$ cat src/design/wvr_pkg.sv
`timescale 1ns / 1ps

package wvr_pkg;

   localparam int DATA_WIDTH_DEF  = 24;
   localparam int ANGLE_WIDTH_DEF = 16;
   localparam int CORDIC_STAGES   = 24;
   localparam int GUARD_BITS      = 8;
   localparam int PHASE_WIDTH     = 34;
   localparam int CSR_ADDR_WIDTH  = 3;
   localparam int CSR_DATA_WIDTH  = 32;

   localparam logic [0:0] REG_TO_EARTH = 1'b0;

   localparam logic [29:0] CORDIC_K = 30'd652032874;

   localparam logic signed [PHASE_WIDTH-1:0] PH_HALF = PHASE_WIDTH'(64'sd1 <<< 30);
   localparam logic signed [PHASE_WIDTH-1:0] PH_PI   = PHASE_WIDTH'(64'sd1 <<< 31);

   localparam logic [31:0] ATAN_TAB [CORDIC_STAGES] = '{
      32'd536870912, 32'd316933406, 32'd167458907, 32'd85004756,
      32'd42667331,  32'd21354465,  32'd10679838,  32'd5340245,
      32'd2670163,   32'd1335087,   32'd667544,    32'd333772,
      32'd166886,    32'd83443,     32'd41722,     32'd20861,
      32'd10430,     32'd5215,      32'd2608,      32'd1304,
      32'd652,       32'd326,       32'd163,       32'd81
   };

   typedef struct packed {
      logic valid;
      logic last;
   } wvr_tag_type;

endpackage

$ cat src/design/wvr_cordic_stage.sv
`timescale 1ns / 1ps

module wvr_cordic_stage import wvr_pkg::*; #(
   parameter int DATA_WIDTH = DATA_WIDTH_DEF,
   parameter int STAGE      = 0,
   localparam int XW = DATA_WIDTH + GUARD_BITS + 2
) (
   input  logic                          clock,
   input  logic                          reset,
   input  logic                          en,
   input  logic signed [XW-1:0]          x_d,
   input  logic signed [XW-1:0]          y_d,
   input  logic signed [PHASE_WIDTH-1:0] ph_d,
   input  wvr_tag_type                   tag_d,
   output logic signed [XW-1:0]          x_ff,
   output logic signed [XW-1:0]          y_ff,
   output logic signed [PHASE_WIDTH-1:0] ph_ff,
   output wvr_tag_type                   tag_ff
);

   localparam logic signed [PHASE_WIDTH-1:0] ATAN = PHASE_WIDTH'(ATAN_TAB[STAGE]);

   logic signed [XW-1:0]          sx, sy;
   logic signed [XW-1:0]          x_in, y_in;
   logic signed [PHASE_WIDTH-1:0] ph_in;
   logic                          ccw;

   always_comb begin
      sx  = x_d >>> STAGE;
      sy  = y_d >>> STAGE;
      ccw = ~ph_d[PHASE_WIDTH-1];
      if (ccw) begin
         x_in  = x_d - sy;
         y_in  = y_d + sx;
         ph_in = ph_d - ATAN;
      end else begin
         x_in  = x_d + sy;
         y_in  = y_d - sx;
         ph_in = ph_d + ATAN;
      end
   end

   always_ff @(posedge clock) begin
      if (reset) begin
         tag_ff <= '0;
      end else if (en) begin
         tag_ff <= tag_d;
      end
   end

   always_ff @(posedge clock) begin
      if (en) begin
         x_ff  <= x_in;
         y_ff  <= y_in;
         ph_ff <= ph_in;
      end
   end

endmodule

$ cat config.mk
export PLATFORM = sky130hd
export DESIGN_NAME = wvr_cordic_stage
export DESIGN_NICKNAME = d
export VERILOG_FILES = /design/src/design/wvr_pkg.sv /design/src/design/wvr_cordic_stage.sv
export SDC_FILE = /design/constraint.sdc
export NUM_CORES = 1
export LEC_CHECK = 0
export BUFFER_PORTS_ARGS = -buffer_cell sky130_fd_sc_hd__buf_4
export CAP_MARGIN = 20
export CORE_UTILIZATION = 23
export DETAILED_ROUTE_END_ITERATION = 7
export SLEW_MARGIN = 15
export SYNTH_ARGS = -nofsm -noshare
export SYNTH_HDL_FRONTEND = slang
export SYNTH_SLANG_ARGS = --single-unit
$ cat constraint.sdc
create_clock -name clock -period 5.2 [get_ports clock]
set_clock_uncertainty 0.2 [all_clocks]
set_input_delay 0.52 -clock clock [delete_from_list [all_inputs] [get_ports clock]]
set_output_delay 0.52 -clock clock [all_outputs]
set_load 0.02 [all_outputs]
## Word level (Yosys, flattened, before mapping)

Cells that the tools add are included.

| word-level totals | value |
|---|---|
| register bits after elaboration | 104 |
| bits of input ports | 107 |
| output and inout port bits | 104 |
| word-level logic and storage cells | 13 |

| cells by class | value |
|---|---|
| add/subtract/negate cells | 5 |
| multiplexer cells | 3 |

Operators by type and width:

| operator | count |
|---|---|
| 34-bit two-way mux | 3 |
| 34-bit subtractor | 2 |
| 34-bit by 31-bit adder with 34-bit output, second input constant | 1 |
| 34-bit adder | 1 |
| 34-bit by 31-bit subtractor with 34-bit output, second input constant | 1 |

## Depth between registers and ports, before layout

| depth | value |
|---|---|
| word-level depth | 2 |
| gate-level depth with buffers | 13 |
| depth with buffers taken out | 12 |

## Worst setup path before layout

No wires, ideal clock.

| timing path | value |
|---|---|
| path type | input-to-reg |
| start point | input port x_d[0] |
| end point | register x_ff[24], data pin |
| library setup time | 0.268 ns |
| arrival | 2.618 ns |
| data required time | 4.732 ns |
| path slack | 2.114 ns |
| stages | 10 |
| path buffers | 0 |
| path through | ha_1 fa_1 a211oi_4 o41ai_4 o31ai_4 nor4_2 o21ai_1 a21oi_1 a31o_2 xnor2_1 |

| on the way | value |
|---|---|
| word-level cells in the longest chain between the ends | 2 |
| elaborated cells between the ends (all ways) | 3 |
| those cells by class | add/sub: 2; mux: 1 |

Ends and longest elaborated chain:

| element | line | source |
|---|---|---|
| start, declared | wvr_cordic_stage.sv:11 | `input logic signed [XW-1:0] x_d,` |
| 34-bit subtractor or 34-bit adder (tied branches) | wvr_cordic_stage.sv:33, wvr_cordic_stage.sv:37 |  |
| 34-bit two-way mux (*) | wvr_cordic_stage.sv:32 | `if (ccw) begin` |
| via x_in[24] | wvr_cordic_stage.sv:24 | `logic signed [XW-1:0] x_in, y_in;` |
| end signal, assigned | wvr_cordic_stage.sv:53 | `x_ff <= x_in;` |
| end, declared | wvr_cordic_stage.sv:15 | `output logic signed [XW-1:0] x_ff,` |

The timed path passes the listed nets; every way through them passes the cells marked *.
A chain may end at the register's enable or synchronous reset.

## Worst setup path in the final report

| timing path | value |
|---|---|
| start point | input port x_d[8] |
| end point | register y_ff[33], data pin |

| on the way | value |
|---|---|
| word-level cells in the longest chain between the ends | 2 |
| elaborated cells between the ends (all ways) | 3 |
| those cells by class | add/sub: 2; mux: 1 |

Ends and longest elaborated chain:

| element | line | source |
|---|---|---|
| 34-bit adder or 34-bit subtractor (tied branches) | wvr_cordic_stage.sv:34, wvr_cordic_stage.sv:38 |  |
| 34-bit two-way mux (*) | wvr_cordic_stage.sv:32 |  |
| via y_in[33] | wvr_cordic_stage.sv:24 |  |
| end signal, assigned | wvr_cordic_stage.sv:54 | `y_ff <= y_in;` |
| end, declared | wvr_cordic_stage.sv:16 | `output logic signed [XW-1:0] y_ff,` |

Marks and branches as above.

==> flow_summary.json <==
{
  "yosys.area_share.simple_pct": 12.4,
  "slew_headroom_pct": 30.6,
  "synthMuxAreaShare_pct": 2.75,
  "synth_top_area_share_pct": 33.0,
  "grt_max_degree": 78,
  "synth_cell_types": 73,
  "rsz0062_at_grt": "no",
  "hold_path_class": "in2reg",
  "synth-xor-area-share_pct": 6.29,
  "antennaDiodeCount": 0,
  "synth_compound_area_share_pct": 23.7,
  "ys_ff_latch": 103,
  "worstPathCellList": "buf_4 -> inv_1 -> ha_1 -> or3_4 -> a311oi_2 -> o21ai_1 -> o211ai_2 -> o21ai_0 -> o21ai_0 -> a32oi_1 -> xor2_1",
  "grt_pass1_wl_mm": 48.0,
  "fp.coreArea_um2": 39000,
  "die_y_um": 202,
  "critical_path_class": "in2reg",
  "dieArea_um2": 40700,
  "insertion_delay_ns": 0.37,
  "cts_root_buf": "clkbuf_16",
  "syn_area_um2": 9190,
  "die_width_um": 202,
  "route.detailed.drc": 0,
  "rr_worst_depth": 2,
  "routed_wl_mm": 32.0,
  "met1_usage_pct": 20.9,
  "h-tree-depth": 3,
  "tns_ns": 0,
  "place_ws_ns": 1.22,
  "dp_hpwl_mm": 25.5,
  "rows": 72,
  "setup_ws_ns": 1.50,
  "gr-usage-all-layers_pct": 15.3,
  "cp_max_fo": 15,
  "cp.required_ns": 5.12,
  "antenna_left": 0,
  "synth_fa_ha_area_share_pct": 14.9,
  "portBuffers": 210,
  "layout_common_cells": "buf_4, a21oi_1, ha_1",
  "synth_top_family_by_area": "compound AO/OA/AOI/OAI gates",
  "cpMostUsedCell": "o21ai_0",
  "path_delay_family": "compound AO/OA/AOI/OAI gates",
  "start_util_pct": 23.6,
  "cp-start-kind": "input port",
  "cts_tree": "yes",
  "yosys-top-cells-area": "edfxtp_1, ha_1, a21oi_1, xnor2_1, o21ai_0",
  "netlist_instances": 1032,
  "grt_antenna_before_repair": 0,
  "crit_path_top_delay_cell": "ha_1",
  "critical_path_buf_inv_count": 2,
  "cts_buffer_depth": 2,
  "crit_cells": 11,
  "synth_edf_count": 101,
  "fin_util_pct": 29.5,
  "detail_route.first_pass.iterations": 6,
  "outcome": "completed",
  "first_global_vias": 8069,
  "post_cts_buffers": 0,
  "slowest_delay_ns": 0.51,
  "via_count": 8359,
  "async_flop_share_pct": 0,
  "area_delta_synth_final_pct": 25.3,
  "top_usage_layer": "met2",
  "holdBufCountCts": 0,
  "drt_iter0_drc": 576,
  "hold_path_depth": 2,
  "hold_viol_final": 0,
  "syn_area_per_cell_um2": 8.90,
  "cts_inserted_buffers": 9,
  "fin_crit_sh_pct": 71.2,
  "globalRouteOverflowTotal": 0,
  "power.leakage_nw": 4.98,
  "vdd.ir_drop.worst_v": 0.000159,
  "fmax_mhz": 270,
  "cap_violations": 0,
  "arrival_ns": 3.62,
  "synth_warnings": 0,
  "clock-sinks": 103,
  "tightestPinTransition_ns": 1.04,
  "timing.final.max_slew_violations": 0,
  "yosysSeqAreaShare_pct": 33.4,
  "yosysTopAreaCell": "edfxtp_1",
  "setup_viol": 0,
  "avgViaCountPerCell": 4.83,
  "drive_gt1_share_pct": 20.7,
  "layout_commonest_cell": "buf_4",
  "grtUsageMet2_pct": 23.9,
  "power.density_nw_per_um2": 265,
  "routabilityCongestion": 0.946,
  "gr-usage-met3_pct": 2.89,
  "cp-end-kind": "flip-flop",
  "post_cts_resize_count": 0,
  "syn_nets": 1246,
  "clk_pin_slew_ns": 0.08,
  "r2r_slack_ns": 4.41,
  "synthFlopType": "edfxtp_1",
  "finalCriticalPeriod_ns": 3.70,
  "io_pins": 211,
  "wl_per_cell_um": 18.5,
  "nNetsFinal": 1422
}
==> Yosys cell counts (all sizes together), types with 3 or more instances <==
| cell type | number |
|---|---|
| a221oi | 5 |
| o211ai | 9 |
| nor4 | 6 |
| xor2 | 16 |
| xnor2 | 50 |
| a32oi | 3 |
| nand2b | 12 |
| o21a | 4 |
| a21o | 19 |
| o31ai | 5 |
| o21ai | 90 |
| a311oi | 4 |
| nand4 | 12 |
| and2 | 6 |
| edfxtp | 101 |
| buf | 25 |
| a31oi | 6 |
| and3 | 8 |
| nand3b | 3 |
| a21oi | 126 |
| a2111oi | 3 |
| a211o | 4 |
| clkbuf | 22 |
| fa | 4 |
| mux2i | 23 |
| or3 | 9 |
| a211oi | 9 |
| o21bai | 29 |
| nand3 | 10 |
| nor3 | 19 |
| a31o | 3 |
| inv | 102 |
| nand2 | 45 |
| nor2b | 18 |
| ha | 103 |
| nor2 | 86 |
| o311ai | 3 |
| o22ai | 4 |
==> state kept, by name, summed over array words and instances, names as in the netlist <==
| signal | cells |
|---|---|
| x_ff | 34 |
| ph_ff | 34 |
| y_ff | 33 |
| tag_ff | 2 |
==> cell families after synthesis <==
group / Yosys count
compound gates: 344
xor+xnor: 66
fa+ha+maj: 107
buf+inv: 151
flops: 103
mux: 25
simple gates: 236
==> path summary, 6_finish.rpt <==
path	endpoint	start
worst max-delay path	y_ff[33]	x_d[8]
worst min-delay path	tag_ff[0]	reset
worst max register to register	tag_ff[1]	tag_ff[1]
worst min register to register	tag_ff[0]	tag_ff[0]
==> layer usage <==
layer  wire, um  part of all wire (%)  vias up
li1           -                     -     4029
met5          0                     0        -
met4        831                   2.6        0
met3       2190                   6.9       39
met2      14200                    45      338
met1      14700                    46     3953
==> per-stage QoR <==
stage          hold slack [ns]  area, um2  std cells  total power, mW
6_report                 0.109      11500       1731             3.05
5_1_grt                 0.0995      11500       1731             3.21
4_1_cts                 0.0865      11500       1731             3.08
3_5_place_dp             0.319      11200       1715             2.34
3_3_place_gp             0.284      11200       1715             2.34
2_1_floorplan            0.379       9190       1032             1.84
==> where the power goes <==
group	total (mW)	leakage [nW]	internal (mW)	switching (mW)
Clock	0.723	0.141	0.378	0.345
Combinational	1.22	3.83	0.468	0.748
Sequential	1.11	1.01	1.07	0.0427
Total	3.05	4.98	1.91	1.14
==> final cells by class <==
class                           instances  area, um2
Fill cell                            4153      27500
Tap cell                              518        648
Clock inverter                          6       67.6
Inverter                              104        390
Clock buffer                           10        229
Timing Repair Buffer                  212       1590
Sequential cell                       103       3070
Multi-Input combinational cell        778       5520
No activity file was read; power rests on OpenSTA's default activity.
