<file path="src/design/wvr_pkg.sv">
`timescale 1ns / 1ps

package wvr_pkg;

   localparam int DATA_WIDTH_DEF  = 24;
   localparam int ANGLE_WIDTH_DEF = 16;
   localparam int CORDIC_STAGES   = 24;
   localparam int GUARD_BITS      = 8;
   localparam int PHASE_WIDTH     = 34;
   localparam int CSR_ADDR_WIDTH  = 3;
   localparam int CSR_DATA_WIDTH  = 32;

   localparam logic [0:0] REG_TO_EARTH = 1'b0;

   localparam logic [29:0] CORDIC_K = 30'd652032874;

   localparam logic signed [PHASE_WIDTH-1:0] PH_HALF = PHASE_WIDTH'(64'sd1 <<< 30);
   localparam logic signed [PHASE_WIDTH-1:0] PH_PI   = PHASE_WIDTH'(64'sd1 <<< 31);

   localparam logic [31:0] ATAN_TAB [CORDIC_STAGES] = '{
      32'd536870912, 32'd316933406, 32'd167458907, 32'd85004756,
      32'd42667331,  32'd21354465,  32'd10679838,  32'd5340245,
      32'd2670163,   32'd1335087,   32'd667544,    32'd333772,
      32'd166886,    32'd83443,     32'd41722,     32'd20861,
      32'd10430,     32'd5215,      32'd2608,      32'd1304,
      32'd652,       32'd326,       32'd163,       32'd81
   };

   typedef struct packed {
      logic valid;
      logic last;
   } wvr_tag_type;

endpackage

</file>
<file path="src/design/wvr_gain.sv">
`timescale 1ns / 1ps

module wvr_gain import wvr_pkg::*; #(
   parameter int DATA_WIDTH  = DATA_WIDTH_DEF,
   parameter int ANGLE_WIDTH = ANGLE_WIDTH_DEF,
   localparam int XW = DATA_WIDTH + GUARD_BITS + 2
) (
   input  logic                          clock,
   input  logic                          reset,
   input  logic                          en,
   input  logic                          to_earth,
   input  logic                          req_valid,
   input  logic signed [DATA_WIDTH-1:0]  u_in,
   input  logic signed [DATA_WIDTH-1:0]  v_in,
   input  logic signed [ANGLE_WIDTH-1:0] angle,
   input  logic                          last_sample,
   output logic signed [XW-1:0]          x_ff,
   output logic signed [XW-1:0]          y_ff,
   output logic signed [PHASE_WIDTH-1:0] ph_ff,
   output wvr_tag_type                   tag_ff
);

   localparam int PW    = PHASE_WIDTH;
   localparam int PRW   = DATA_WIDTH + 31;
   localparam int SHIFT = 30 - GUARD_BITS;
   localparam logic signed [PRW-1:0] RND_HALF = PRW'(64'sd1 <<< (SHIFT - 1));
   localparam logic signed [30:0]    K_S      = {1'b0, CORDIC_K};

   // stage 0: capture and phase scaling
   logic signed [PW-1:0]         ph_scaled;
   logic signed [PW-1:0]         ph0_in;
   logic signed [DATA_WIDTH-1:0] u0_ff, v0_ff;
   logic signed [PW-1:0]         ph0_ff;
   wvr_tag_type                  tag0_ff;

   // stage 1: gain product
   logic signed [PRW-1:0] pu1_in, pv1_in;
   logic signed [PRW-1:0] pu1_ff, pv1_ff;
   logic signed [PW-1:0]  ph1_ff;
   wvr_tag_type           tag1_ff;

   // stage 2: rounding and quadrant decision
   logic signed [PRW-1:0] ru_sum, rv_sum, ru_sh, rv_sh;
   logic signed [XW-1:0]  x2_in, y2_in;
   logic signed [PW-1:0]  ph2_in;
   logic                  flip2_in;
   logic signed [XW-1:0]  x2_ff, y2_ff;
   logic signed [PW-1:0]  ph2_ff;
   logic                  flip2_ff;
   wvr_tag_type           tag2_ff;

   // stage 3: quadrant fold
   logic signed [XW-1:0] x3_in, y3_in;

   assign ph_scaled = $signed({{(PW - 32){angle[ANGLE_WIDTH-1]}}, angle,
                               {(32 - ANGLE_WIDTH){1'b0}}});
   assign ph0_in    = to_earth ? ph_scaled : -ph_scaled;

   always_ff @(posedge clock) begin
      if (reset) begin
         tag0_ff <= '0;
      end else if (en) begin
         tag0_ff <= '{valid: req_valid, last: last_sample};
      end
   end

   always_ff @(posedge clock) begin
      if (en) begin
         u0_ff  <= u_in;
         v0_ff  <= v_in;
         ph0_ff <= ph0_in;
      end
   end

   assign pu1_in = u0_ff * K_S;
   assign pv1_in = v0_ff * K_S;

   always_ff @(posedge clock) begin
      if (reset) begin
         tag1_ff <= '0;
      end else if (en) begin
         tag1_ff <= tag0_ff;
      end
   end

   always_ff @(posedge clock) begin
      if (en) begin
         pu1_ff <= pu1_in;
         pv1_ff <= pv1_in;
         ph1_ff <= ph0_ff;
      end
   end

   always_comb begin
      ru_sum = pu1_ff + RND_HALF;
      rv_sum = pv1_ff + RND_HALF;
      ru_sh  = ru_sum >>> SHIFT;
      rv_sh  = rv_sum >>> SHIFT;
      x2_in  = ru_sh[XW-1:0];
      y2_in  = rv_sh[XW-1:0];
      if (ph1_ff > PH_HALF) begin
         ph2_in   = ph1_ff - PH_PI;
         flip2_in = 1'b1;
      end else if (ph1_ff < -PH_HALF) begin
         ph2_in   = ph1_ff + PH_PI;
         flip2_in = 1'b1;
      end else begin
         ph2_in   = ph1_ff;
         flip2_in = 1'b0;
      end
   end

   always_ff @(posedge clock) begin
      if (reset) begin
         tag2_ff <= '0;
      end else if (en) begin
         tag2_ff <= tag1_ff;
      end
   end

   always_ff @(posedge clock) begin
      if (en) begin
         x2_ff    <= x2_in;
         y2_ff    <= y2_in;
         ph2_ff   <= ph2_in;
         flip2_ff <= flip2_in;
      end
   end

   assign x3_in = flip2_ff ? -x2_ff : x2_ff;
   assign y3_in = flip2_ff ? -y2_ff : y2_ff;

   always_ff @(posedge clock) begin
      if (reset) begin
         tag_ff <= '0;
      end else if (en) begin
         tag_ff <= tag2_ff;
      end
   end

   always_ff @(posedge clock) begin
      if (en) begin
         x_ff  <= x3_in;
         y_ff  <= y3_in;
         ph_ff <= ph2_ff;
      end
   end

   // folded phase must lie within a quarter turn
   assert property (@(posedge clock) disable iff (reset)
      tag_ff.valid |-> (ph_ff <= PH_HALF && ph_ff >= -PH_HALF))
      else $error("folded phase out of range");

endmodule

</file>
<file path="config.mk">
export PLATFORM = sky130hd
export DESIGN_NAME = wvr_gain
export DESIGN_NICKNAME = d
export VERILOG_FILES = /design/src/design/wvr_pkg.sv /design/src/design/wvr_gain.sv
export SDC_FILE = /design/constraint.sdc
export NUM_CORES = 2
export LEC_CHECK = 0
export ABC_AREA = 1
export BUFFER_PORTS_ARGS = -buffer_cell sky130_fd_sc_hd__buf_2
export CORE_ASPECT_RATIO = 2
export CORE_MARGIN = 5
export CORE_UTILIZATION = 51
export DETAILED_ROUTE_END_ITERATION = 8
export PLACE_DENSITY = 0.74
export SLEW_MARGIN = 25
export SYNTH_ARGS = -nofsm -noshare
export SYNTH_HDL_FRONTEND = slang
export SYNTH_SLANG_ARGS = --single-unit
</file>
<file path="constraint.sdc">
create_clock -name clock -period 6.6 [get_ports clock]
set_input_delay 0.66 -clock clock [delete_from_list [all_inputs] [get_ports clock]]
set_output_delay 0.66 -clock clock [all_outputs]
set_load 0.03 [all_outputs]
</file>
### Yosys cells after proc, flatten, opt, wreduce, memory -nomap -nowiden

Index checks and enable logic that the tools add are counted.

| word-level totals | value |
|---|---|
| flip-flop bits (word level) | 435 |
| word-level logic and storage cells | 39 |

| operators by class | value |
|---|---|
| magnitude comparators | 2 |
| muxes and demuxes | 6 |
| $add $sub $neg | 7 |
| $mul | 2 |

Operator list:

| kind | count |
|---|---|
| $mux 34 | 5 |
| $add 55x23->55 const B | 2 |
| $mul 24x30->54 const B | 2 |
| $neg 33->34 | 2 |
| $add 34x33->34 const B | 1 |
| $gt 34x32->1 const B | 1 |
| $lt 34x31->1 const B | 1 |
| $neg 32->34 | 1 |
| $sub 34x33->34 const B | 1 |
| $mux 1 | 1 |

### Longest topological paths before layout

| logic depth | value |
|---|---|
| depth after elaboration | 3 |
| depth in mapped cells | 26 |
| depth with buffers taken out | 26 |

### Worst setup path before layout

No wires, ideal clock.

| timing path | value |
|---|---|
| kind | flip-flop to flip-flop |
| start point | register u0_ff[2] |
| end point | register pu1_ff[47] (data pin) |
| cell stages (with the launch flop) | 24 |
| data required time | 6.346 ns |
| library setup time | 0.254 ns |
| arrival time | 5.500 ns |
| clock period less this slack | 5.754 ns |
| setup slack | 0.846 ns |
| cells stage by stage | edfxtp_1 -> ha_1 -> inv_1 -> fa_1 -> inv_1 -> fa_1 -> inv_1 -> fa_1 -> inv_1 -> fa_1 -> inv_1 -> fa_1 -> fa_1 -> inv_1 -> ha_1 -> nand2_1 -> nor2_1 -> inv_1 -> nor2_1 -> nand2_1 -> nor3_1 -> nand2_1 -> nand4_1 -> nand2_1 |

| on the way | value |
|---|---|
| word-level cells in the longest chain between the ends | 1 |

RTL lines:

| element | RTL line | text |
|---|---|---|
| start, declared | wvr_gain.sv:32 | `logic signed [DATA_WIDTH-1:0] u0_ff, v0_ff;` |
| start signal, assigned | wvr_gain.sv:69 | `u0_ff <= u_in;` |
| $mul 24x30->54 | wvr_gain.sv:75 | `assign pu1_in = u0_ff * K_S;` |
| via pu1_in[47] | wvr_gain.sv:37 | `logic signed [PRW-1:0] pu1_in, pv1_in;` |
| end signal, assigned | wvr_gain.sv:88 | `pu1_ff <= pu1_in;` |
| end, declared | wvr_gain.sv:38 | `logic signed [PRW-1:0] pu1_ff, pv1_ff;` |

The timed path passes the listed nets, and every way through them passes these cells.
A chain may end at the register's enable or synchronous reset.

### Worst setup path in the final report

| timing path | value |
|---|---|
| start point | register v0_ff[4] |
| end point | register pv1_ff[27] (data pin) |

| on the way | value |
|---|---|
| word-level cells in the longest chain between the ends | 1 |

RTL lines:

| element | RTL line | text |
|---|---|---|
| start, declared | wvr_gain.sv:32 |  |
| start signal, assigned | wvr_gain.sv:70 | `v0_ff <= v_in;` |
| $mul 24x30->54 | wvr_gain.sv:76 | `assign pv1_in = v0_ff * K_S;` |
| via pv1_in[27] | wvr_gain.sv:37 |  |
| end signal, assigned | wvr_gain.sv:89 | `pv1_ff <= pv1_in;` |
| end, declared | wvr_gain.sv:38 |  |

The timed path passes the listed nets, and every way through them passes these cells.

==> run metrics <==
outcome=complete, no violations; hpwl dp=128,000 um; CTS max path bufs=3; Die X=211 um; endpoints failing hold=0; worst hold-check path type=primary input to register; gr busiest metal=met2; Syn Std Cell Area=41,400 sq um; worst setup path end=pv1_ff[27]; share of post-route cells with drive strength above 1=10.6%; GRT Total Usage=34.0%; later-pin clock latency in the skew report=0.60 ns; Max Clock Freq=156 MHz; library cells used by synthesis=50; Worst Max-Slew Pin Slew=1.09 ns; initial antenna violation count=4; die area=87,300 sq um; worst r2r src=v0_ff[4]; area added between synthesis and finish=11.7%; Row Count=147; CP endpoint kind=register; Setup-failing EPs final=0; largest net degree at the start of global routing=173; grt met1 use=25.5%; htree depth=2; R2R depth=20; first-pass GRT wire length=213,000 um; Avg Vias per Cell=5.32; fin crit share=97.2%; initial drt markers=1,727; met3 usage=4.44%; wire per inst=25.0 um; detailed-route via count=31,300; Routed Antenna Nets=0; CTS tree=built; Startpoint Class=register; sequential area share after synthesis=23.8%; # IOs=174; vias in the first global route=34,800; post-layout min period=6.42 ns; Mapped Cells=4,411; Die Span Y=413 um; Pre-antenna DRT Iters=6; yosys warns=0; drt total wl=147,000 um; total gr overflow=0; I/O Buffers=157; area share of the largest cell type after synthesis=28.7%; MaxCap Viol Count=0; Sum Neg Setup Slack=0 ns; final net count=5,977; Initial Util=51.5%; Avg Cell Area, Syn=9.38 sq um; Worst Setup SP=v0_ff[4]; Final GP Congestion=1.10; core area=80,400 sq um; capture point of the worst reg-to-reg path=pv1_ff[27]; DRC violations left=0; total CTS buffers=34; CTS clk-pin slew, worst paths=0.08 ns; internal reg-to-reg setup slack=0.18 ns; Worst Path Required=6.92 ns; Setup CP Type=register to register; register bit total from synthesis=331; Clock Skews=0.0424 ns; met2 Use GR=65.8%; Synth area leaders=fa_1 (29%), edfxtp_1 (23%), ha_1 (15%); crit-path max FO=4; Rel. slew slack=27.3%; Final Max Slew Viols=0; Synth area leader=fa_1; CTS sink count=331; WP data arrival=6.74 ns; CTS Root Cell=clkbuf_16
==> cell usage in the layout, fill, tap and decap left out, types with 11 or more instances in the layout <==
| master | instances |
|---|---|
| inv_1 | 1185 |
| nand2_1 | 681 |
| fa_1 | 590 |
| ha_1 | 500 |
| edfxtp_1 | 323 |
| nor2_1 | 298 |
| buf_4 | 215 |
| buf_2 | 156 |
| a21oi_1 | 149 |
| nand3_1 | 124 |
| xor2_1 | 108 |
| o21ai_0 | 80 |
| nand4_1 | 63 |
| xnor2_1 | 51 |
| nor3_1 | 46 |
| clkbuf_16 | 34 |
| o21bai_1 | 18 |
| nor2_2 | 17 |
| conb_1 | 16 |
| o21a_1 | 13 |
| nor4_1 | 13 |
| nor3_2 | 12 |
| a31oi_1 | 11 |
| nor2_4 | 11 |
==> per-layer routing <==
metal	wire length (um)	vias up
li1	-	14400
met1	37900	15000
met2	80700	1116
met3	5220	734
met4	22900	4
met5	27	-
==> Yosys cell counts, drive strengths merged <==
cell type / instances
nand4: 65
nor3b: 2
nor3: 58
dfxtp: 8
xnor2: 52
conb: 1
mux2: 1
nand3b: 2
a31oi: 12
buf: 21
o211ai: 3
clkinv: 1
o21ai: 88
a21oi: 151
clkbuf: 7
inv: 1191
and2: 2
or2: 6
ha: 506
o22ai: 1
a21boi: 5
nand2: 691
o21bai: 18
nor2: 327
a21o: 8
edfxtp: 323
xor2: 108
nor4: 15
a22oi: 1
o21a: 13
o31ai: 1
fa: 594
nand3: 129
==> per-stage QoR <==
stage               instances  utilization [%]  hold slack, ns  instance area, sq um  setup WS, ns
finish                   5875             57.5           0.229                 46200         0.182
global route             5873             57.5           0.220                 46200       -0.0224
CTS                      5844             57.1           0.207                 45900        0.0348
detailed placement       5785             55.7           0.405                 44800        -0.182
global placement         5785             55.7           0.400                 44800        -0.172
floorplan                4426                -           0.400                 41400         0.846
==> critical path, cell delays in order (launching register included) <==
cell and delay (ns):
edfxtp_1 0.46, buf_4 0.17, fa_1 0.45, inv_1 0.10, fa_1 0.55, fa_1 0.62
fa_1 0.46, fa_1 0.63, inv_1 0.07, fa_1 0.45, fa_1 0.65, ha_1 0.33
nand2_1 0.13, inv_1 0.05, a21oi_1 0.13, inv_1 0.07, nor2_1 0.22, nand2_1 0.14
a21oi_1 0.19, xnor2_1 0.10, buf_4 0.16
==> kinds of logic after synthesis <==
| group | share of synthesized area, % |
|---|---|
| other | 0.00906 |
| buffers and inverters | 11.2 |
| AO/OA/AOI/OAI | 4.01 |
| multiplexers | 0.0272 |
| XOR/XNOR | 3.39 |
| AND/OR/NAND/NOR | 13.5 |
| flip-flops | 23.8 |
| adder cells (fa/ha/maj) | 44.0 |
==> worst min path at each step <==
| stage | end | from | cells past startpoint |
|---|---|---|---|
| global route | u0_ff[8] | u_in[8] | 1 |
| global placement | ph_ff[19] | ph2_ff[19] | 0 |
| detailed placement | ph1_ff[21] | ph0_ff[21] | 0 |
| CTS | v0_ff[14] | v_in[14] | 1 |
| floorplan | ph1_ff[16] | ph0_ff[16] | 0 |
| finish | u0_ff[8] | u_in[8] | 1 |
==> layout make-up <==
type	count	area, sq um
diodes	2	5.00
clock buffers	38	866
clock inverters	21	245
fillers	7200	34200
inverters	1192	4470
multi-input cells	2875	27000
flip-flops and latches	331	9860
well taps	1043	1310
repair buffers	373	2430
==> registers in the layout, indices dropped and copies added, names as in the netlist, 18 cells and up <==
signal and count:
x_ff 34, pu1_ff 34, y_ff 34, ph2_ff 18, ph0_ff 18, ph1_ff 18
pv1_ff 34, ph_ff 18, y2_ff 33, v0_ff 24, u0_ff 24, x2_ff 33
==> what timing repair did <==
| item | in CTS | in global routing |
|---|---|---|
| hold buffers | 0 | 0 |
| setup endpoints to repair | 3 | 49 |
| setup buffers | 0 | 29 |
| gates resized for setup | 2 | 32 |
Power is left out: the tool's default activity adds up to more than one toggle a clock period on the data nets, which glitch-free logic cannot reach.
