### src/design/wvr_pkg.sv
`timescale 1ns / 1ps

package wvr_pkg;

   localparam int DATA_WIDTH_DEF  = 24;
   localparam int ANGLE_WIDTH_DEF = 16;
   localparam int CORDIC_STAGES   = 24;
   localparam int GUARD_BITS      = 8;
   localparam int PHASE_WIDTH     = 34;
   localparam int CSR_ADDR_WIDTH  = 3;
   localparam int CSR_DATA_WIDTH  = 32;

   localparam logic [0:0] REG_TO_EARTH = 1'b0;

   localparam logic [29:0] CORDIC_K = 30'd652032874;

   localparam logic signed [PHASE_WIDTH-1:0] PH_HALF = PHASE_WIDTH'(64'sd1 <<< 30);
   localparam logic signed [PHASE_WIDTH-1:0] PH_PI   = PHASE_WIDTH'(64'sd1 <<< 31);

   localparam logic [31:0] ATAN_TAB [CORDIC_STAGES] = '{
      32'd536870912, 32'd316933406, 32'd167458907, 32'd85004756,
      32'd42667331,  32'd21354465,  32'd10679838,  32'd5340245,
      32'd2670163,   32'd1335087,   32'd667544,    32'd333772,
      32'd166886,    32'd83443,     32'd41722,     32'd20861,
      32'd10430,     32'd5215,      32'd2608,      32'd1304,
      32'd652,       32'd326,       32'd163,       32'd81
   };

   typedef struct packed {
      logic valid;
      logic last;
   } wvr_tag_type;

endpackage

### src/design/wvr_out.sv
`timescale 1ns / 1ps

module wvr_out import wvr_pkg::*; #(
   parameter int DATA_WIDTH = DATA_WIDTH_DEF,
   localparam int XW = DATA_WIDTH + GUARD_BITS + 2
) (
   input  logic                         clock,
   input  logic                         reset,
   input  logic signed [XW-1:0]         x_d,
   input  logic signed [XW-1:0]         y_d,
   input  wvr_tag_type                  tag_d,
   input  logic                         rsp_stall,
   output logic                         en,
   output logic                         rsp_valid_ff,
   output logic signed [DATA_WIDTH-1:0] u_ff,
   output logic signed [DATA_WIDTH-1:0] v_ff,
   output logic                         last_ff
);

   localparam logic signed [XW:0] OUT_RND = (XW + 1)'(64'sd1 <<< (GUARD_BITS - 1));
   localparam logic signed [XW:0] OUT_MAX = (XW + 1)'((64'sd1 <<< (DATA_WIDTH - 1)) - 1);
   localparam logic signed [XW:0] OUT_MIN = (XW + 1)'(-(64'sd1 <<< (DATA_WIDTH - 1)));

   logic signed [XW:0]         xs, ys, xr, yr;
   logic signed [DATA_WIDTH-1:0] u_sat, v_sat;
   logic                       take;
   logic                       skid_valid_ff;
   logic signed [DATA_WIDTH-1:0] skid_u_ff, skid_v_ff;
   logic                       skid_last_ff;

   always_comb begin
      xs = $signed({x_d[XW-1], x_d}) + OUT_RND;
      ys = $signed({y_d[XW-1], y_d}) + OUT_RND;
      xr = xs >>> GUARD_BITS;
      yr = ys >>> GUARD_BITS;
      if (xr > OUT_MAX) begin
         u_sat = OUT_MAX[DATA_WIDTH-1:0];
      end else if (xr < OUT_MIN) begin
         u_sat = OUT_MIN[DATA_WIDTH-1:0];
      end else begin
         u_sat = xr[DATA_WIDTH-1:0];
      end
      if (yr > OUT_MAX) begin
         v_sat = OUT_MAX[DATA_WIDTH-1:0];
      end else if (yr < OUT_MIN) begin
         v_sat = OUT_MIN[DATA_WIDTH-1:0];
      end else begin
         v_sat = yr[DATA_WIDTH-1:0];
      end
   end

   // pipeline moves whenever the skid slot is free
   assign en   = ~skid_valid_ff;
   assign take = tag_d.valid & en;

   always_ff @(posedge clock) begin
      if (reset) begin
         rsp_valid_ff  <= 1'b0;
         skid_valid_ff <= 1'b0;
      end else if (skid_valid_ff) begin
         if (!rsp_stall) begin
            rsp_valid_ff  <= 1'b1;
            skid_valid_ff <= 1'b0;
         end
      end else if (take) begin
         if (!rsp_valid_ff || !rsp_stall) begin
            rsp_valid_ff <= 1'b1;
         end else begin
            skid_valid_ff <= 1'b1;
         end
      end else if (!rsp_stall) begin
         rsp_valid_ff <= 1'b0;
      end
   end

   always_ff @(posedge clock) begin
      if (skid_valid_ff) begin
         if (!rsp_stall) begin
            u_ff    <= skid_u_ff;
            v_ff    <= skid_v_ff;
            last_ff <= skid_last_ff;
         end
      end else if (take) begin
         if (!rsp_valid_ff || !rsp_stall) begin
            u_ff    <= u_sat;
            v_ff    <= v_sat;
            last_ff <= tag_d.last;
         end else begin
            skid_u_ff    <= u_sat;
            skid_v_ff    <= v_sat;
            skid_last_ff <= tag_d.last;
         end
      end
   end

   assert property (@(posedge clock) disable iff (reset)
      skid_valid_ff |-> rsp_valid_ff)
      else $error("skid word held with empty output register");

   assert property (@(posedge clock) disable iff (reset)
      $rose(skid_valid_ff) |-> $past(rsp_valid_ff && rsp_stall))
      else $error("skid filled without a stalled output word");

   assert property (@(posedge clock)
      reset |=> (!rsp_valid_ff && !skid_valid_ff))
      else $error("output not empty after reset");

endmodule

### config.mk
export PLATFORM = sky130hd
export DESIGN_NAME = wvr_out
export DESIGN_NICKNAME = d
export VERILOG_FILES = /design/src/design/wvr_pkg.sv /design/src/design/wvr_out.sv
export SDC_FILE = /design/constraint.sdc
export NUM_CORES = 1
export LEC_CHECK = 0
export ABC_CLOCK_PERIOD_IN_PS = 8000
export BUFFER_PORTS_ARGS = -buffer_cell sky130_fd_sc_hd__buf_2
export CORE_MARGIN = 3
export CORE_UTILIZATION = 55
export CTS_CLUSTER_SIZE = 12
export DETAILED_ROUTE_END_ITERATION = 10
export PLACE_DENSITY = 0.81
export SYNTH_ARGS = -nofsm -noshare
export SYNTH_HDL_FRONTEND = slang
export SYNTH_SLANG_ARGS = --single-unit
### constraint.sdc
create_clock -name clock -period 8 [get_ports clock]
set_input_delay 0.8 -clock clock [delete_from_list [all_inputs] [get_ports clock]]
set_output_delay 0.8 -clock clock [all_outputs]
set_load 0.02 [all_outputs]
; Yosys cells after proc, flatten, opt, wreduce, memory -nomap -nowiden
; Index checks and enable logic that the tools add are counted.
[totals]
reg_bits = 100
latch_bits = 0
ram_bits = 0
mem_bits_ro = 0
in_bits = 73
output_inout_bits = 51
wordCells = 53
mem_count = 0
[classes]
addsub = 2
multipliers = 0
div_mod_pow = 0
magnitude_cmp = 4
n_eq_ne = 3
shifts = 0
muxes = 25
n_bitwise = 3
n_reduce_logical = 8
[ops]
columns = op, n
row1 = $mux W24, 12
row2 = $add A34 B9 Y35 const B, 2
row3 = $gt A27 B24 Y1 const B, 2
row4 = $lt A27 B24 Y1 const B, 2
row5 = $mux W1, 13
row6 = $reduce_and A3 Y1, 3
row7 = $reduce_bool A2 Y1, 2
row8 = $ne A3 B1 Y1 const B, 1
row9 = $logic_not A1 Y1, 2
row10 = $ne A2 B1 Y1 const B, 1
row11 = $ne A2 B2 Y1 const B, 1
row12 = $not A1 Y1, 2
row13 = $and A1 B1 Y1, 1
row14 = $logic_or A1 B1 Y1, 1

; Logic depth before layout (Yosys ltp)
; Gate-level depths: netlist of the first run.
[logic_depth]
word_depth = 7
depth_mapped = 9
mapped_depth_nobuf = 8

; Worst setup path after synthesis of the first run
; Ideal clock, no wire load.
[synth_timing]
path_kind = input port to flip-flop
start = input rsp_stall
end = register skid_last_ff (enable)
setup_ps = 457
arrival_ps = 2974
t_required_ps = 7543
setup_slack_ps = 4569
path_stages = 2
path_buffers = 0
path_cell_list = nand2_1 -> nor2_1
[synth_via]
elab_chain_cells = 4
[synth_rtl]
columns = item, line
row1 = from (decl), wvr_out.sv:12  ; input logic rsp_stall,
row2 = $logic_not A1 Y1, wvr_out.sv:84  ; if (!rsp_valid_ff || !rsp_stall) begin
row3 = $logic_or A1 B1 Y1, wvr_out.sv:84
row4 = $not A1 Y1 (no source line), n/a
row5 = $reduce_and A3 Y1 (no source line), n/a
row6 = to (signal assigned), wvr_out.sv:91  ; skid_last_ff <= tag_d.last;
row7 = to (decl), wvr_out.sv:29  ; logic skid_last_ff;
; Every way passes these cells.
; A chain may end at the register's enable or synchronous reset.

; Worst setup path in the final report of the first run
[layout_timing]
start = input x_d[11]
end = register u_ff[1] (data pin)
[layout_via]
elab_chain_cells = 7
elab_cells_between_ends = 8
classes_between = add/sub: 1 / order compare: 2 / mux: 5
[layout_rtl]
columns = item, line
row1 = from (decl), wvr_out.sv:9  ; input logic signed [XW-1:0] x_d,
row2 = $add A34 B9 Y35 (*), wvr_out.sv:32  ; xs = $signed({x_d[XW-1], x_d}) + OUT_RND;
row3 = $lt A27 B24 Y1, wvr_out.sv:38  ; end else if (xr < OUT_MIN) begin
row4 = $mux W24, wvr_out.sv:38
row5 = $mux W24 (*), wvr_out.sv:36  ; if (xr > OUT_MAX) begin
row6 = $mux W24 (*), wvr_out.sv:84
row7 = $mux W24 (*), wvr_out.sv:83  ; end else if (take) begin
row8 = $mux W24 (*), wvr_out.sv:77  ; if (skid_valid_ff) begin
row9 = to (signal assigned), wvr_out.sv:79  ; u_ff <= skid_u_ff;
row10 = to (signal assigned), wvr_out.sv:85  ; u_ff <= u_sat;
row11 = to (decl), wvr_out.sv:15  ; output logic signed [DATA_WIDTH-1:0] u_ff,
; Mark *: on every way between the ends. The rest lies on a longest branch, timed or not. The select of a mux whose other input is x is not followed.

==> results of run 1 <==
==> synthesized netlist by cell type (2+ instances only) <==
cell,number
and4_1,2
and2_1,4
a2bb2oi_1,21
buf_2,4
nor4_1,4
inv_1,6
o21ai_2,16
nand2b_1,2
nor4_4,2
a21boi_0,2
o21a_1,2
a31oi_1,5
and3_1,8
nand3_1,21
nor3_1,8
ha_1,2
buf_4,2
clkbuf_1,7
dfxtp_1,2
a21oi_1,4
edfxtp_1,98
xor2_1,19
nand4_1,14
mux2_2,24
xnor2_1,24
nand2_1,78
o21ai_0,4
nor2_1,21
buf_6,2
o31ai_1,2
==> flip-flops by register name, summed over array words and instances, names as in the netlist <==
| name | cells |
|---|---|
| skid_v_ff | 24 |
| skid_u_ff | 24 |
| u_ff | 24 |
| v_ff | 24 |
| skid_valid_ff | 1 |
| rsp_valid_ff | 1 |
| skid_last_ff | 1 |
| last_ff | 1 |
==> layer usage <==
| metal | part of all wire (%) | wire (um) | up-vias | track usage [%] |
|---|---|---|---|---|
| met3 | 8.1 | 912 | 15 | 5.480 |
| met1 | 41 | 4666 | 1812 | 28.51 |
| met5 | 0 | 0 | - | 0 |
| met4 | 1.2 | 138 | 0 | 7.271 |
| li1 | - | - | 1823 | - |
| met2 | 49 | 5542 | 156 | 36.56 |
==> power groups by stage <==
stage	Combinational, mW	Clock (mW)	Sequential [mW]
2_1_floorplan	0.0866	0	0.663
3_3_place_gp	0.177	0	0.634
3_5_place_dp	0.181	0	0.635
4_1_cts	0.183	0.338	0.623
5_1_grt	0.199	0.359	0.626
6_report	0.182	0.330	0.623
==> through the flow <==
step	area, um^2	util, %	hold slack [ps]	instances
after floorplan	5167	-	471.1	428
after global placement	5807	65.00	495.8	634
after detailed placement	5807	65.00	504.6	634
after CTS	6003	67.20	523.6	650
after global routing	6003	67.20	553.1	650
final	6003	67.20	520.8	650
==> cell usage in the layout, fill, tap and decap left out, types with 3 or more instances in the layout <==
master | synthesis | layout
mux2_2 | 24 | 24
nor4_1 | 4 | 4
and2_1 | 4 | 4
nand3_1 | 21 | 21
a21oi_1 | 4 | 4
a2bb2oi_1 | 21 | 21
nand4_1 | 14 | 14
inv_6 | 0 | 3
nand2_1 | 78 | 78
xor2_1 | 19 | 19
a31oi_1 | 5 | 5
o21ai_2 | 16 | 16
nor3_1 | 8 | 8
buf_2 | 4 | 109
nor2_1 | 21 | 20
and3_1 | 8 | 8
xnor2_1 | 24 | 24
o21ai_0 | 4 | 4
buf_4 | 2 | 5
inv_1 | 6 | 5
edfxtp_1 | 98 | 98
clkbuf_8 | 0 | 9
==> worst max path at each step <==
stage	startpoint	end	slack, ps	depth (start not counted)
6_report	x_d[11]	u_ff[1]	4400	8
5_1_grt	x_d[11]	u_ff[1]	4140	8
4_1_cts	x_d[11]	u_ff[15]	4420	8
3_5_place_dp	x_d[11]	u_ff[17]	4040	8
3_3_place_gp	x_d[11]	u_ff[17]	4080	8
2_1_floorplan	rsp_stall	skid_last_ff	4570	2
==> final cells by class <==
| type | instances | area, um^2 | area share [%] |
|---|---|---|---|
| inverters | 6 | 22.52 | 0.3752 |
| flip-flops and latches | 100 | 2983 | 49.69 |
| well taps | 108 | 135.1 | 2.251 |
| multi-input cells | 306 | 2083 | 34.70 |
| clock buffers | 10 | 127.6 | 2.126 |
| repair buffers | 114 | 583.1 | 9.712 |
| clock inverters | 6 | 68.82 | 1.146 |
==> critical path, delay by kind of cell <==
family	cells	cell delay, ps
AO/OA/AOI/OAI	2	750
buffers and inverters	1	130
multiplexers	1	160
AND/OR/NAND/NOR	4	1830
==> kinds of logic after synthesis <==
family / Yosys count / synth area share, %
compound gates: 63 / 9.903
simple gates: 174 / 17.24
fa+ha+maj: 2 / 0.4842
mux: 24 / 5.230
flops: 100 / 57.72
buf+inv: 22 / 2.131
xor+xnor: 43 / 7.288
==> results.sh, run 1 <==
export IMPL_rows=34
export IMPL_crit_fanout=24
export IMPL_path_clk_slew_ps=100
export IMPL_max_cap_viol_count=0
export IMPL_setup_viol=0
export IMPL_worstRegToRegCells=4
export IMPL_cts_resized=0
export IMPL_p_switching_mw=0.3066
export IMPL_hp_class="register to register"
export IMPL_cts_max_level=3
export IMPL_drtAntennaViolNets=0
export IMPL_worst_slack_ps=4397
export IMPL_period_minus_slack_ps=3603
export IMPL_crit_path_max_incr_delay_ps=780
export IMPL_core_area_mm2=0.008934
export IMPL_io_buffer_count=109
export IMPL_report_power_total_mw=1.134
export IMPL_p_int_mw=0.8277
export IMPL_synth_main_ff_cell="edfxtp_1"
export IMPL_synth_cell_types=48
export IMPL_first_pass_iters=4
export IMPL_area_growth_pct=16.17
export IMPL_initial_core_util_pct=57.84
export IMPL_finClkSkew_ps=13.66
export IMPL_cts_max_path_buffers=2
export IMPL_cts_tree="built"
export IMPL_hold_path_startpoint="skid_v_ff[23]"
export IMPL_whs_path_depth=2
export IMPL_gr_total_overflow=0
export IMPL_wl_per_cell_um=17.32
export IMPL_clock_fmax_mhz=277.5
export IMPL_grt_pass1_vias=3754
export IMPL_switching_share_pct=27.03
export IMPL_clock_tree_root_cell="clkbuf_8"
export IMPL_grt_max_degree=49
export IMPL_avgSynthCellArea_um2=12.07
export IMPL_status="finished, final reports clean"
export IMPL_vias=3806
export IMPL_place_congestion=0.8806
export IMPL_clock_sinks=100
export IMPL_powerDensity_mw_per_mm2=188.9
export IMPL_hold_buffers=0
export IMPL_antenna_found_initial=0
export IMPL_r2r_end="u_ff[1]"
export IMPL_viasPerCell=5.855
export IMPL_cts_setup_buffers=0
export IMPL_fillers=707
export IMPL_clockPowerShare_pct=29.1
export IMPL_p_leak_nw=2.232
export IMPL_die_x_um=102.9
export IMPL_async_reset_ff_share_pct=0
export IMPL_p_comb_share_pct=16.0
export IMPL_syn_area_mm2=0.005167
export IMPL_drc=0
export IMPL_n_antenna_cell=0
export IMPL_cts_inserted_buffers=9
export IMPL_fin_tns_setup_ps=0
export IMPL_worstMarginPinSlew_ps=835.5
export IMPL_yosysTopAreaCellShare_pct=56.95
export IMPL_ys_seq_area_share_pct=57.72
export IMPL_irDropWorstVdd_mv=0.1009
export IMPL_critPathCaptureType="register"
export IMPL_slowest_stage="and2_1"
export IMPL_dp_slack_ps=4036
export IMPL_synth_nets=503
export IMPL_die_height_um=102.9
export IMPL_drv_slew=0
export IMPL_dp_hpwl_um=7878
export IMPL_relSlewSlack_pct=44.30
export IMPL_synth_top_area_cell="edfxtp_1"
export IMPL_synthTopCellsByArea="edfxtp_1, nand2_1, mux2_2"
export IMPL_routed_wl_um=11260
export IMPL_hold_violations=0
export IMPL_groute_usage_overall_pct=22.06
export IMPL_arrival_ps=3690
export IMPL_cp_cell_sequence="buf_2 -> nand4_1 -> nor4_4 -> and4bb_2 -> mux2_2 -> a211o_1 -> and2_1 -> a2bb2oi_1"
export IMPL_drive_above_1_share_pct=33.58
export IMPL_reg2reg_setup_slack_ps=5530
export IMPL_grt_pass1_wl_um=18080
export IMPL_clk_latency_ps=370
export IMPL_synth_yosys_warnings=0
export IMPL_ys_seq_elements=100
export IMPL_regToRegStartpoint="skid_valid_ff"
export IMPL_nNetsFinal=612
export IMPL_ios=124
export IMPL_timing_final_crit_share_pct=45.04
export IMPL_path_class="input pin to register"
export IMPL_pwr_share_seq_pct=54.9
export IMPL_drt_iter0_drc=203
export IMPL_synthCells=428
export IMPL_die_area_mm2=0.01059
export IMPL_start_kind="input pin"
export IMPL_rsz0062_at_grt="false"
export IMPL_whs_endpoint="v_ff[23]"
export IMPL_synth_edf_count=98
export IMPL_required_ps=8090
(Power assumes the default switching activity.)
==> run 2, diff against run 1 <==
--- a/config.mk
+++ b/config.mk
@@ -5,13 +5,13 @@
 export SDC_FILE = /design/constraint.sdc
 export NUM_CORES = 1
 export LEC_CHECK = 0
-export ABC_CLOCK_PERIOD_IN_PS = 8000
+export ABC_CLOCK_PERIOD_IN_PS = 3100
 export BUFFER_PORTS_ARGS = -buffer_cell sky130_fd_sc_hd__buf_2
 export CORE_MARGIN = 3
-export CORE_UTILIZATION = 55
+export CORE_UTILIZATION = 49
 export CTS_CLUSTER_SIZE = 12
 export DETAILED_ROUTE_END_ITERATION = 10
-export PLACE_DENSITY = 0.81
+export PLACE_DENSITY = 0.76
 export SYNTH_ARGS = -nofsm -noshare
 export SYNTH_HDL_FRONTEND = slang
 export SYNTH_SLANG_ARGS = --single-unit
==> constraint.sdc (replaced) <==
create_clock -name clock -period 3.1 [get_ports clock]
set_input_delay 0.31 -clock clock [delete_from_list [all_inputs] [get_ports clock]]
set_output_delay 0.31 -clock clock [all_outputs]
set_load 0.02 [all_outputs]
==> run 2 against run 1 <==
Net effect: wire length shrank 1.1%; global-route usage shrank 2.3 points; clock skew shrank 4.3 ps; clock power grew to 2.8 times the previous value; count of clock-buffer cells in the layout grew 2; setup slack lost 4100 ps; via count grew 0.32%; sequential cell count is the same; combinational power grew to 2.7 times the previous value; largest cell class unchanged; largest power group unchanged.
==> results.sh, run 2 (synthesized netlist as in run 1, its figures left out) <==
export IMPL_crit_fanout=24
export IMPL_drt_iter0_drc=202
export IMPL_relSlewSlack_pct=23.14
export IMPL_n_antenna_cell=0
export IMPL_worstRegToRegCells=4
export IMPL_hold_buffers=0
export IMPL_io_buffer_count=109
export IMPL_dpl_cell_area_mm2=0.005988
export IMPL_regToRegStartpoint="skid_valid_ff"
export IMPL_required_ps=3220
export IMPL_drive_above_1_share_pct=35.19
export IMPL_start_kind="input pin"
export IMPL_dp_hpwl_um=8052
export IMPL_cts_resized=0
export IMPL_max_cap_viol_count=0
export IMPL_hold_violations=0
export IMPL_dp_slack_ps=-81.55
export IMPL_first_pass_iters=5
export IMPL_final_common_cell="buf_2"
export IMPL_stdcell_count=690
export IMPL_timing_final_crit_share_pct=90.14
export IMPL_cts_inserted_buffers=9
export IMPL_groute_usage_overall_pct=19.71
export IMPL_cts_setup_buffers=0
export IMPL_area_growth_pct=20.15
export IMPL_gr_total_overflow=0
export IMPL_place_congestion=0.8775
export IMPL_irDropWorstVdd_mv=0.2580
export IMPL_layout_common_cells="buf_2, edfxtp_1, nand2_1"
export IMPL_nNetsFinal=627
export IMPL_worst_slack_ps=305.6
export IMPL_die_height_um=108.7
export IMPL_status="finished, final reports clean"
export IMPL_grt_pass1_vias=3720
export IMPL_drc=0
export IMPL_crit_start="y_d[11]"
export IMPL_whs_path_depth=2
export IMPL_clock_fmax_mhz=357.9
export IMPL_cts_max_level=3
export IMPL_cts_max_path_buffers=2
export IMPL_period_minus_slack_ps=2794
export IMPL_finClkSkew_ps=9.378
export IMPL_path_clk_slew_ps=90
export IMPL_worstMarginPinSlew_ps=1153
export IMPL_drv_slew=0
export IMPL_fin_tns_setup_ps=0
export IMPL_clk_latency_ps=360
export IMPL_arrival_ps=2920
export IMPL_initial_core_util_pct=51.68
export IMPL_hold_ws_ps=107.2
export IMPL_rsz0062_at_grt="false"
export IMPL_hp_class="input pin to register"
export IMPL_die_x_um=108.7
export IMPL_viasPerCell=5.533
export IMPL_powerDensity_mw_per_mm2=485.3
export IMPL_clock_sinks=100
export IMPL_setup_viol=0
export IMPL_p_leak_nw=2.320
export IMPL_hold_path_startpoint="reset"
export IMPL_path_class="input pin to register"
export IMPL_routed_wl_um=11130
export IMPL_die_area_mm2=0.01181
export IMPL_wl_per_cell_um=16.13
export IMPL_grt_max_degree=33
export IMPL_antenna_found_initial=0
export IMPL_cts_tree="built"
export IMPL_rows=36
export IMPL_placedCellCount=674
export IMPL_drtAntennaViolNets=0
export IMPL_clock_tree_root_cell="clkbuf_8"
export IMPL_grt_pass1_wl_um=18100
export IMPL_vias=3818
export IMPL_core_area_mm2=0.01000
export IMPL_ios=124
export IMPL_critPathCaptureType="register"
export IMPL_fin_area_mm2=0.006208
-- run 2: cell types whose count changed in the layout (fill, tap and decap cells not counted) --
cell / before / now
buf_12: 0 / 3
clkinvlp_4: 1 / 2
inv_6: 3 / 0
clkbuf_1: 1 / 2
clkbuf_8: 9 / 10
buf_4: 5 / 17
clkinv_2: 1 / 0
bufinv_16: 1 / 2
-- run 2: power by group --
part           switching [mW]  total, mW  internal [mW]
Clock                   0.445      0.923          0.478
Sequential             0.0188       1.60           1.59
Combinational           0.303      0.485          0.183
Total                   0.766       3.01           2.25
-- run 2: per-layer routing --
| metal | up-vias | global-route usage [%] | wire [um] | part of all wire (%) |
|---|---|---|---|---|
| met2 | 150 | 31.95 | 5343 | 48 |
| met4 | 0 | 6.492 | 149 | 1.3 |
| met5 | - | 0 | 0 | 0 |
| li1 | 1841 | - | - | - |
| met1 | 1813 | 26.73 | 4624 | 42 |
| met3 | 14 | 3.967 | 1012 | 9.1 |
-- run 2: final timing paths --
kind	slack [ps]	endpoint
max	310	v_ff[1]
min reg2reg	540	v_ff[23]
min	110	rsp_valid_ff
max reg2reg	1110	u_ff[17]
-- run 2: area by class of cell --
| type | instances | area, um^2 |
|---|---|---|
| clock inverter | 4 | 75.07 |
| inverter | 6 | 22.52 |
| multi-input combinational | 306 | 2083 |
| timing repair buffer | 129 | 733.2 |
| sequential | 100 | 2983 |
| fill | 825 | 3791 |
| tap | 133 | 166.4 |
| clock buffer | 12 | 145.1 |
-- run 2: through the flow --
stage / total power [mW] / utilization, %
global route: 3.143 / 62.09
CTS: 3.041 / 62.09
detailed placement: 2.123 / 59.88
finish: 3.013 / 62.09
global placement: 2.113 / 59.88
floorplan: 1.935 / -
-- run 2: worst max-delay path, stage by stage --
cell	delay, ps
buf_2	140
nand4_4	130
nor4_4	400
a21oi_2	100
nand2b_1	210
o31ai_4	970
o21ai_0	310
mux2_2	350
==> run 3, diff against run 2 <==
--- a/config.mk
+++ b/config.mk
@@ -7,11 +7,15 @@
 export LEC_CHECK = 0
 export ABC_CLOCK_PERIOD_IN_PS = 3100
 export BUFFER_PORTS_ARGS = -buffer_cell sky130_fd_sc_hd__buf_2
+export CELL_PAD_IN_SITES_DETAIL_PLACEMENT = 1
+export CELL_PAD_IN_SITES_GLOBAL_PLACEMENT = 1
 export CORE_MARGIN = 3
-export CORE_UTILIZATION = 49
+export CORE_UTILIZATION = 40
+export CTS_BUF_LIST = sky130_fd_sc_hd__clkbuf_4 sky130_fd_sc_hd__clkbuf_8
 export CTS_CLUSTER_SIZE = 12
 export DETAILED_ROUTE_END_ITERATION = 10
-export PLACE_DENSITY = 0.76
+export PLACE_DENSITY = 0.78
+export RECOVER_POWER = 50
 export SYNTH_ARGS = -nofsm -noshare
 export SYNTH_HDL_FRONTEND = slang
 export SYNTH_SLANG_ARGS = --single-unit
==> run 3 against run 2 <==
Net effect: wire length rose by 14%; count of clock-buffer cells in the layout fell by 3; die area rose by 21%; global-route usage fell by 1.9 points; combinational power fell by 3%; non-clock buffer count fell by 2.
==> results.sh, run 3 (synthesized netlist as in run 1, its figures left out) <==
export IMPL_status="finished, final reports clean"
export IMPL_hold_buffers=0
export IMPL_rsz0062_at_grt="false"
export IMPL_core_area_mm2=0.01231
export IMPL_max_cap_viol_count=0
export IMPL_drv_slew=0
export IMPL_hold_violations=0
export IMPL_worstMarginPinSlew_ps=982.0
export IMPL_drtAntennaViolNets=0
export IMPL_clk_latency_ps=370
export IMPL_die_x_um=119.7
export IMPL_period_minus_slack_ps=2665
export IMPL_cts_inserted_buffers=9
export IMPL_grt_pass1_wl_um=20310
export IMPL_critPathCaptureType="register"
export IMPL_viasPerCell=5.260
export IMPL_n_antenna_cell=0
export IMPL_final_common_cell="edfxtp_1"
export IMPL_drive_above_1_share_pct=24.68
export IMPL_crit_path_max_incr_delay_ps=490
export IMPL_hold_path_startpoint="reset"
export IMPL_relSlewSlack_pct=34.54
export IMPL_hold_ws_ps=92.93
export IMPL_rows=40
export IMPL_cts_tree="built"
export IMPL_path_clk_slew_ps=90
export IMPL_place_congestion=0.8510
export IMPL_setup_viol=0
export IMPL_groute_usage_overall_pct=17.82
export IMPL_start_kind="input pin"
export IMPL_arrival_ps=2790
export IMPL_die_height_um=119.7
export IMPL_nNetsFinal=625
export IMPL_fin_tns_setup_ps=0
export IMPL_ios=124
export IMPL_clock_fmax_mhz=375.3
export IMPL_vias=3803
export IMPL_cp_cell_sequence="clkbuf_1 -> nand4_1 -> nor3_1 -> a21oi_2 -> or4b_4 -> nand2_1 -> buf_12 -> o21ai_2 -> mux2_2"
export IMPL_irDropWorstVdd_mv=0.3355
export IMPL_initial_core_util_pct=41.97
export IMPL_timing_final_crit_share_pct=85.95
export IMPL_crit_start="y_d[19]"
export IMPL_final_util_pct=50.07
export IMPL_cts_resized=0
export IMPL_layout_common_cells="edfxtp_1, nand2_1, buf_2"
export IMPL_grt_pass1_vias=3995
export IMPL_routed_wl_um=12670
export IMPL_crit_end="v_ff[11]"
export IMPL_cts_setup_buffers=0
export IMPL_area_growth_pct=19.30
export IMPL_hp_class="input pin to register"
export IMPL_drc=0
export IMPL_cts_max_path_buffers=2
export IMPL_clock_tree_root_cell="clkbuf_8"
export IMPL_first_pass_iters=4
export IMPL_worstRegToRegCells=3
export IMPL_drt_iter0_drc=188
export IMPL_dp_hpwl_um=9270
export IMPL_powerDensity_mw_per_mm2=510.1
export IMPL_grt_max_degree=51
export IMPL_required_ps=3230
export IMPL_slowest_stage="or4b_4"
export IMPL_antenna_found_initial=0
export IMPL_cts_max_level=3
export IMPL_r2r_end="v_ff[14]"
export IMPL_die_area_mm2=0.01432
export IMPL_gr_total_overflow=0
export IMPL_wl_per_cell_um=17.52
export IMPL_p_leak_nw=2.187
export IMPL_fillers=1379
export IMPL_path_class="input pin to register"
export IMPL_io_buffer_count=109
export IMPL_crit_fanout=13
export IMPL_regToRegStartpoint="skid_valid_ff"
export IMPL_finClkSkew_ps=8.256
export IMPL_reg2reg_setup_slack_ps=500
export IMPL_clock_sinks=100
## run 3: cell count changes in the layout (fill, tap and decap cells not counted), sizes merged
cell / delta
inv: +1
clkinv: +2
clkinvlp: -2
bufinv: +2
buf: -57
clkbuf: +52
## run 3: per-stage QoR
stage / instances / setup WS (ps) / instance area, um^2 / power (mW)
floorplan: 428 / 521.7 / 5170 / 1.935
global placement: 707 / 250.2 / 6005 / 2.118
detailed placement: 707 / 159.7 / 6005 / 2.136
CTS: 723 / 568.6 / 6267 / 3.210
global route: 723 / 262.0 / 6165 / 3.278
finish: 723 / 435.5 / 6165 / 3.145
## run 3: worst min-delay path by stage
stage	to	slack, ps	cells after the start
5_1_grt	skid_valid_ff	70	2
2_1_floorplan	rsp_valid_ff	380	1
4_1_cts	rsp_valid_ff	60	2
6_report	rsp_valid_ff	90	2
3_3_place_gp	rsp_valid_ff	480	2
3_5_place_dp	rsp_valid_ff	490	2
## run 3: metal layers
layer / track usage (%) / routed length (um) / vias up
met3: 5.184 / 752 / 9
met4: 4.223 / 109 / 0
met5: 0 / 0 / -
met2: 30.97 / 6301 / 110
li1: - / - / 1836
met1: 21.91 / 5503 / 1848
## run 3: layout make-up
cell class              count  area (um^2)  share of cell area, %
clock buffers               9        123.9                  2.009
clock inverters             7        138.9                  2.253
inverters                   6        22.52                 0.3653
multi-input cells         306         2068                  33.55
flip-flops and latches    100         2983                  48.39
well taps                 168        210.2                  3.410
repair buffers            127        618.1                  10.03
## run 3: report_power, final
part | internal [mW] | switching, mW
sequential | 1.59 | 0.0210
clock | 0.616 | 0.452
combinational | 0.159 | 0.310
total | 2.36 | 0.783
## run 3: critical path, delay by kind of cell
kind,cells,cell delay (ps)
buffers and inverters,2,450
multiplexers,1,270
AND/OR/NAND/NOR,4,1580
AO/OA/AOI/OAI,2,190
